### src/hw/rtl/tpcl_pkg.sv
// ============================================================================
// tpcl_pkg
// Shared types for the two-pass convolution layer controller.
// ============================================================================
package tpcl_pkg;

    localparam int CountWidth = 8;

    // Group 0-2 pass count that hands over to the second group.
    localparam logic [CountWidth-1:0] HandoverCount = CountWidth'(1);
    // Group 3-5 pass count that ends the layer.
    localparam logic [CountWidth-1:0] FinalCount    = CountWidth'(2);
    // Reset value of pass_limit.
    localparam logic [CountWidth-1:0] PassLimitInit = CountWidth'(1);

    typedef enum logic [6:0] {
        ST_IDLE   = 7'b0000001,
        ST_IN_A   = 7'b0000010,
        ST_MAC_A  = 7'b0000100,
        ST_LB_RST = 7'b0001000,
        ST_IN_B   = 7'b0010000,
        ST_MAC_B  = 7'b0100000,
        ST_STOP   = 7'b1000000
    } state_t;

    typedef struct packed {
        logic producer_valid;
        logic window_valid;
        logic mac_finished;
        logic channel_finished;
    } tick_t;

    typedef struct packed {
        logic ready_out;
        logic pixel_accept;
        logic clear_pulse;
        logic start_pulse;
        logic second_group;
    } result_t;

endpackage

### src/hw/rtl/tpcl_if.sv
// ============================================================================
// tpcl_if
// Valid/ready channels for tick requests and result requests.
// ============================================================================
interface tpcl_tick_if;
    import tpcl_pkg::*;

    logic  valid;
    logic  ready;
    tick_t data;

    modport source (output valid, output data, input ready);
    modport sink   (input valid, input data, output ready);
endinterface

interface tpcl_result_if;
    import tpcl_pkg::*;

    logic    valid;
    logic    ready;
    result_t data;

    modport source (output valid, output data, input ready);
    modport sink   (input valid, input data, output ready);
endinterface

### src/hw/rtl/two_pass_conv_layer_controller_top.sv
// ============================================================================
// two_pass_conv_layer_controller_top
// Two-pass (channels 0-2, then 3-5) convolution layer controller.
// ============================================================================
//
//  channel   dir   payload    meaning
//  -------   ---   --------   ------------------------------------------
//  tick      in    tick_t     one clock tick of handshake flags
//  result    out   result_t   ready/accept/pulse/group flags for that tick
//  cfg       in    8 bits     pass_limit write (cfg_we, cfg_wdata)
//
//  One tick request per cycle, sustained while the result register drains. A
//  request lands in the input register; the FSM step and the result register
//  load happen together, once the result slot is free or draining.
//  rst_n clears the FSM to idle, the pulses and pass counter to 0, and
//  pass_limit to 1. A stalled result holds the input register; the tick
//  channel keeps flowing as long as the result register drains.
//
module two_pass_conv_layer_controller_top (
    input  logic                            clk,
    input  logic                            rst_n,
    tpcl_tick_if.sink                       tick,
    tpcl_result_if.source                   result,
    input  logic                            cfg_we,
    input  logic [tpcl_pkg::CountWidth-1:0] cfg_wdata
);
    import tpcl_pkg::*;

    // configuration register
    logic [CountWidth-1:0] limit_reg;

    always_ff @(posedge clk or negedge rst_n)
    begin
        if (!rst_n)
            limit_reg <= PassLimitInit;
        else if (cfg_we)
            limit_reg <= cfg_wdata;
    end

    // input register
    logic  in_valid_reg;
    tick_t in_data_reg;
    logic  step;

    // result register
    logic    out_valid_reg;
    result_t out_data_reg;
    result_t core_result;

    // step when a tick is held and the result slot is free or draining
    assign step       = in_valid_reg && (!out_valid_reg || result.ready);
    assign tick.ready = !in_valid_reg || step;

    always_ff @(posedge clk or negedge rst_n)
    begin
        if (!rst_n)
            in_valid_reg <= 1'b0;
        else if (tick.ready)
            in_valid_reg <= tick.valid;
    end

    always_ff @(posedge clk)
    begin
        if (tick.ready && tick.valid)
            in_data_reg <= tick.data;
    end

    tpcl_core u_core (
        .clk        (clk),
        .rst_n      (rst_n),
        .step       (step),
        .tick       (in_data_reg),
        .pass_limit (limit_reg),
        .result     (core_result)
    );

    always_ff @(posedge clk or negedge rst_n)
    begin
        if (!rst_n)
            out_valid_reg <= 1'b0;
        else if (step)
            out_valid_reg <= 1'b1;
        else if (result.ready)
            out_valid_reg <= 1'b0;
    end

    always_ff @(posedge clk)
    begin
        if (step)
            out_data_reg <= core_result;
    end

    assign result.valid = out_valid_reg;
    assign result.data  = out_data_reg;

endmodule

### src/hw/rtl/tpcl_core.sv
// ============================================================================
// tpcl_core
// Layer FSM, pulse registers and pass counter; advances once per step.
// ============================================================================
module tpcl_core (
    input  logic                                clk,
    input  logic                                rst_n,
    input  logic                                step,
    input  tpcl_pkg::tick_t                     tick,
    input  logic [tpcl_pkg::CountWidth-1:0]     pass_limit,
    output tpcl_pkg::result_t                   result
);
    import tpcl_pkg::*;

    state_t                state_reg, fsm_next;
    logic                  start_reg, start_next;
    logic                  clear_reg, clear_next;
    logic [CountWidth-1:0] count_reg, count_next;

    logic accepting;
    logic ready;
    logic accept;

    // outputs come from the state held before this step's update
    always_comb
    begin
        accepting = (state_reg == ST_IDLE) || (state_reg == ST_IN_A) ||
                    (state_reg == ST_IN_B);
        ready     = accepting && !tick.window_valid;
        accept    = ready && tick.producer_valid;

        result.ready_out    = ready;
        result.pixel_accept = accept;
        result.clear_pulse  = clear_reg;
        result.start_pulse  = start_reg;
        result.second_group = (state_reg == ST_IN_B) || (state_reg == ST_MAC_B);
    end

    always_comb
    begin
        fsm_next   = state_reg;
        start_next = start_reg;
        clear_next = clear_reg;

        case (state_reg)
            ST_IDLE:
            begin
                start_next = 1'b0;
                clear_next = 1'b0;
                if (tick.producer_valid)
                    fsm_next = ST_IN_A;
            end
            ST_IN_A:
            begin
                if (tick.window_valid)
                begin
                    start_next = 1'b1;
                    fsm_next   = ST_MAC_A;
                end
            end
            ST_MAC_A:
            begin
                start_next = 1'b0;
                if (tick.mac_finished)
                begin
                    if (count_reg == pass_limit)
                    begin
                        clear_next = 1'b1;
                        fsm_next   = ST_STOP;
                    end
                    else if (count_reg == HandoverCount)
                    begin
                        clear_next = 1'b1;
                        fsm_next   = ST_LB_RST;
                    end
                    else
                        fsm_next = ST_IN_A;
                end
            end
            ST_LB_RST:
            begin
                clear_next = 1'b0;
                fsm_next   = ST_IN_B;
            end
            ST_IN_B:
            begin
                if (tick.window_valid)
                begin
                    start_next = 1'b1;
                    fsm_next   = ST_MAC_B;
                end
            end
            ST_MAC_B:
            begin
                start_next = 1'b0;
                if (tick.mac_finished)
                begin
                    if (count_reg == FinalCount)
                    begin
                        clear_next = 1'b1;
                        fsm_next   = ST_STOP;
                    end
                    else
                        fsm_next = ST_IN_B;
                end
            end
            ST_STOP:
            begin
                clear_next = 1'b0;
                fsm_next   = ST_IDLE;
            end
            default:
            begin
                // illegal code: pulses hold, recover to idle
                fsm_next = ST_IDLE;
            end
        endcase

        if (state_reg == ST_STOP)
            count_next = '0;
        else if (tick.channel_finished && accept)
            count_next = count_reg + CountWidth'(1);
        else
            count_next = count_reg;
    end

    always_ff @(posedge clk or negedge rst_n)
    begin
        if (!rst_n)
        begin
            state_reg <= ST_IDLE;
            start_reg <= 1'b0;
            clear_reg <= 1'b0;
            count_reg <= '0;
        end
        else if (step)
        begin
            state_reg <= fsm_next;
            start_reg <= start_next;
            clear_reg <= clear_next;
            count_reg <= count_next;
        end
    end

endmodule

### src/flat_wrapper.sv
// flat-port wrapper written by rule: the top's interface ports become plain ports
module two_pass_conv_layer_controller_top_flat import tpcl_pkg::*;
  (clk, rst_n, cfg_we, cfg_wdata, tick_valid, tick_data, tick_ready, result_valid, result_data, result_ready);
  tpcl_tick_if tick_i ();
  tpcl_result_if result_i ();
  input  logic clk;
  input  logic rst_n;
  input  logic cfg_we;
  input  logic [tpcl_pkg::CountWidth-1:0] cfg_wdata;
  input wire logic [$bits(tick_i.valid)-1:0] tick_valid;
  input wire logic [$bits(tick_i.data)-1:0] tick_data;
  output wire logic [$bits(tick_i.ready)-1:0] tick_ready;
  output wire logic [$bits(result_i.valid)-1:0] result_valid;
  output wire logic [$bits(result_i.data)-1:0] result_data;
  input wire logic [$bits(result_i.ready)-1:0] result_ready;
  assign tick_i.valid = tick_valid;
  assign tick_i.data = tick_data;
  assign tick_ready = tick_i.ready;
  assign result_valid = result_i.valid;
  assign result_data = result_i.data;
  assign result_i.ready = result_ready;
  two_pass_conv_layer_controller_top u_core (.clk(clk), .rst_n(rst_n), .tick(tick_i), .result(result_i), .cfg_we(cfg_we), .cfg_wdata(cfg_wdata));
endmodule
### config.mk
export PLATFORM = sky130hd
export DESIGN_NAME = two_pass_conv_layer_controller_top_flat
export DESIGN_NICKNAME = d
export VERILOG_FILES = /design/src/hw/rtl/tpcl_pkg.sv /design/src/hw/rtl/tpcl_if.sv /design/src/hw/rtl/two_pass_conv_layer_controller_top.sv /design/src/hw/rtl/tpcl_core.sv /design/src/flat_wrapper.sv
export SDC_FILE = /design/constraint.sdc
export NUM_CORES = 1
export LEC_CHECK = 0
export BUFFER_PORTS_ARGS = -buffer_cell sky130_fd_sc_hd__buf_4
export CORE_ASPECT_RATIO = 1.4
export CORE_MARGIN = 1
export CORE_UTILIZATION = 40
export CTS_CLUSTER_DIAMETER = 40
export DETAILED_ROUTE_END_ITERATION = 12
export PLACE_DENSITY = 0.58
export SYNTH_ARGS = -nofsm -noshare
export SYNTH_HDL_FRONTEND = slang
export SYNTH_SLANG_ARGS = --single-unit
### constraint.sdc
create_clock -name clk -period 6.3 [get_ports clk]
set_input_delay 1.89 -clock clk [delete_from_list [all_inputs] [get_ports clk]]
set_output_delay 1.89 -clock clk [all_outputs]
set_load 0.02 [all_outputs]
---- Word level (Yosys, flattened, before mapping) ----
Cells that the tools add are included.
operators by class
  add/subtract/negate cells ............... 1
  multiplexer cells ....................... 21
  equal/unequal tests ..................... 18
  div/mod/pow operators ................... 0
  multiply operators ...................... 0
  reduce and logical (&&, ||, !) cells .... 24
  order comparisons ....................... 0
  shift-type cells ........................ 0
  bitwise gates (word level) .............. 0
operator list
  cell                                                  number
  two-way mux 7 bit                                     7
  one-hot mux 7 bit (6 select lines)                    1
  two-way mux 8 bit                                     2
  != test 2 x 1 -> 1 bit (second input constant)        7
  AND reduction 6 bit                                   2
  adder 8 x 1 -> 8 bit (second input constant)          1
  equality test 8 x 1 -> 1 bit (second input constant)  1
  equality test 8 x 2 -> 1 bit (second input constant)  1
  equality test 8 bit                                   1
  two-way mux 1 bit                                     8
  equality test 7 x 1 -> 1 bit (second input constant)  1
  equality test 7 x 2 -> 1 bit (second input constant)  1
  equality test 7 x 3 -> 1 bit (second input constant)  1
  equality test 7 x 4 -> 1 bit (second input constant)  1
  equality test 7 x 5 -> 1 bit (second input constant)  1
  equality test 7 x 6 -> 1 bit (second input constant)  1
  equality test 7 bit (second input constant)           1
  nonzero test 2 bit                                    3
  OR reduction 3 bit                                    2
  logical AND 1 bit                                     5
  logical OR 1 bit                                      5
  two-way mux 4 bit                                     1
  zero test 1 bit                                       3
  != test 3 bit (second input constant)                 1
  6 further kinds                                       6
word-level totals
  bits in latches ......................... 0
  register bits ........................... 36
  RAM bits ................................ 0
  bits in read-only memories .............. 0
  memories ................................ 0

---- Longest topological paths before layout ----
  depth after elaboration ................. 8
  depth in mapped cells ................... 7
  gate-level depth less buffers ........... 6

---- Hierarchy ----
From an unflattened synthesis, not the netlist that was laid out.
second synthesis, totals
  cell total of the unflattened synthesis .. 193
  area total of the unflattened synthesis .. 2029.4 um2
by module, submodules not included
  module                              cells each  instances  sequential area each (um2)  area an instance (um2)
  tpcl_core                           159         1          426.7                       1337.5
  two_pass_conv_layer_controller_top  34          1          521.8                       691.9

---- Worst setup path before layout ----
OpenSTA, ideal clock, no wires.
  path kind ............................... input to output
  start point ............................. input port result_ready
  end point ............................... output port tick_ready
  buffers on the path ..................... 0
  stages on the path ...................... 1
  required time ........................... 4410 ps
  arrival ................................. 2168 ps
  slack ................................... 2242 ps
  cells stage by stage .................... nand3b_1
between the ends
  cells in the longest elaborated chain, start to end .. 3
RTL lines
  element            RTL line                                  RTL
  from (decl)        flat_wrapper.sv:15                        input wire logic [$bits(result_i.ready)-1:0] result_ready;
  logical OR 1 bit   two_pass_conv_layer_controller_top.sv:51  assign step = in_valid_reg && (!out_valid_reg || result.ready);
  logical AND 1 bit  two_pass_conv_layer_controller_top.sv:51
  logical OR 1 bit   two_pass_conv_layer_controller_top.sv:52  assign tick.ready = !in_valid_reg || step;
  to (decl)          flat_wrapper.sv:12                        output wire logic [$bits(tick_i.ready)-1:0] tick_ready;
Every way passes these cells.

---- Worst setup path after layout ----
Ends and elaborated chain as after synthesis.

==> metrics.md <==
| Metric | Value |
|---|---|
| Die height | 86.3 um |
| Diodes inserted | 0 |
| Global-route wire length before repair | 7270 um |
| Origin of the critical flop-to-flop path | u_core.u_core.state_reg[3] |
| Initial Utilization | 41.6% |
| Commonest cells after routing, fill and taps aside | dfrtp_1 (25), buf_4 (23), nand2_1 (16) |
| DIE AREA | 5360 um2 |
| Hold Violations, Final | 0 |
| Reg2reg path depth | 5 |
| DRC viols | 0 |
| Final nets | 227 |
| Worst EP arrival | 2.35 ns |
| Yosys top cell area share | 30.8% |
| Mapped Area | 2030 um2 |
| # hold bufs at CTS | 0 |
| GRT busiest layer | met2 |
| Hold Path Class | reg2reg |
| Layout area overhead | 14.1% |
| Vias per inst | 5.44 |
| Largest net degree at the start of global routing | 28 |
| Worst-path maximum fanout | 3 |
| Commonest non-fill, non-tap cell in the layout | dfrtp_1 |
| Row count | 30 |
| Post-DRT Antenna Nets | 0 |
| Max-Cap Viols | 0 |
| Core Area | 4880 um2 |
| HPWL after DPL | 3070 um |
| EDFF count, synth | 9 |
| RSZ-0062 raised after global routing | no |
| Crit Path Class | in2out |
| Clock H-tree levels | 2 |
| TritonRoute pass-1 iters | 4 |
| Met1 usage | 19.1% |
| Asr flop ratio synth | 75.0% |
| Top Ports | 24 |
| Clock Latency Late Sink | 0.29 ns |
| Syn_area_per_cell | 11.0 um2 |
| # Post-CTS Setup Buffers | 0 |
| Clk pin slew, worst setup/hold paths | 0.07 ns |
| Hold Crit Depth | 0 |
| Min Tclk post-route | 4.24 ns |
| Leak | 0.957 nW |
| DR WL/cell | 15.2 um |
| Hold WS | 0.482 ns |
| Skew final | 0.00631 ns |
| CTS root buffer | clkbuf_8 |
| Syn. warnings | 0 |
| DP Worst Slack | 2.06 ns |
| Cell Pwr Density | 313 nW/um2 |
| Number of global-route vias before repair | 1562 |
| #FFs+latches synth | 36 |
| Port bufs | 23 |
| Initial antenna violation count | 0 |
| Chip Width | 62.2 um |
| CTS tree | done |
| Final Core Density | 47.4% |
| Synth top area cells | dfrtp_1 (31%), edfxtp_1 (13%), mux2_2 (5.0%), xnor2_1 (3.9%), nand2_1 (3.0%) |
| Ratio of cells with drive above 1 in the final layout | 27.4% |
| Worst VDD drop | 0.142 mV |
| Final Max Slew Viols | 0 |
| Total wire length | 4150 um |
| Worst Max-Slew Pin Slew | 0.697 ns |
| Final setup vio count | 0 |
| CTS Buf Count | 5 |
| Grt total ovfl | 0 |
| Post-synth top area cell | dfrtp_1 |
| DRT iter0 DRCs | 79 |
| Total of cells resized after clock tree synthesis | 0 |
| Met2 Usage GRT | 32.5% |
| Total track usage | 17.3% |
| Clock tree buffer depth | 2 |
| Type of origin of the critical path | input port |
| Fin crit share | 67.4% |
| HP Start | u_core.u_core.start_reg |
| Final GP Congestion | 0.829 |
| Vias | 1480 |
| WP data required | 4.41 ns |
| Fmax | 236 MHz |
| Grt met3 use | 3.29% |
| Syn Inst Count | 185 |
| Worst setup path startpoint | result_ready |
| Total negative slack | 0 ns |
| Count of cell types in the netlist | 53 |
| Max transition margin | 53.4% |
| Synth Flop Type | dfrtp_1 |
| Outcome | completed |
| Syn nets | 205 |
| Clock sinks | 36 |
| Worst setup EP type | output port |
| Sequential share of the synthesized area | 46.8% |
| Worst setup margin | 2.06 ns |
[stage by stage]
step | total power, mW | std cells | instance area, um2
after floorplan | 0.516 | 185 | 2030
after global placement | 0.569 | 264 | 2230
after detailed placement | 0.574 | 264 | 2230
after CTS | 0.736 | 272 | 2310
after global routing | 0.778 | 272 | 2310
final | 0.724 | 272 | 2310
[final cells by class]
cell class	instances	area [um2]
clock buffers	5	68.8
clock inverters	3	13.8
fillers	489	2560
inverters	8	30.0
multi-input cells	133	1000
flip-flops and latches	36	948
well taps	64	80.1
repair buffers	23	173
[cells by family after synthesis]
kind of cell / Yosys count / share of synthesized area, %
AO/OA/AOI/OAI: 28 / 10.1
XOR/XNOR: 12 / 5.55
adder cells (fa/ha/maj): 4 / 2.34
buffers and inverters: 16 / 3.89
flip-flops: 36 / 46.8
multiplexers: 14 / 8.20
AND/OR/NAND/NOR: 75 / 23.2
[final timing paths]
path                                                    to  slack, ns
min in group asynchronous          u_core.u_core.start_reg       1.51
worst min register to register       u_core.result.data[1]       0.48
max in group asynchronous              u_core.limit_reg[0]       4.48
worst max register to register  u_core.u_core.count_reg[7]       4.12
worst max-delay path                            tick_ready       2.06
worst min-delay path                 u_core.result.data[1]       0.48
[worst max-delay path, cell delays in order]
cell	delay, ns
buf_4	0.11
nand3b_1	0.18
buf_4	0.18
[where the power goes]
group	switching, mW	total [mW]	internal [mW]
logic	0.123	0.235	0.111
registers	0.0505	0.333	0.283
clock network	0.0805	0.155	0.0750
[synth_stat cells, drive strengths merged, types with 2 or more instances]
cell type / instances
a21oi: 3
a31oi: 2
and2: 2
and3: 4
buf: 5
clkbuf: 3
dfrtp: 25
dfstp: 2
edfxtp: 9
ha: 3
inv: 8
mux2: 12
mux2i: 2
nand2: 16
nand2b: 5
nand3: 9
nand3b: 2
nand4: 4
nor2: 10
nor3: 4
nor4: 5
nor4b: 2
o211ai: 3
o21ai: 10
o311ai: 2
o31ai: 2
or3: 2
or4: 4
xnor2: 10
xor2: 2
[per-layer routing]
layer | wire, um | vias to the layer above
met1 | 1630 | 724
met4 | 65 | 0
met5 | 0 | -
met2 | 2320 | 31
li1 | - | 716
met3 | 134 | 9
Power figures use the tool's default switching activity.
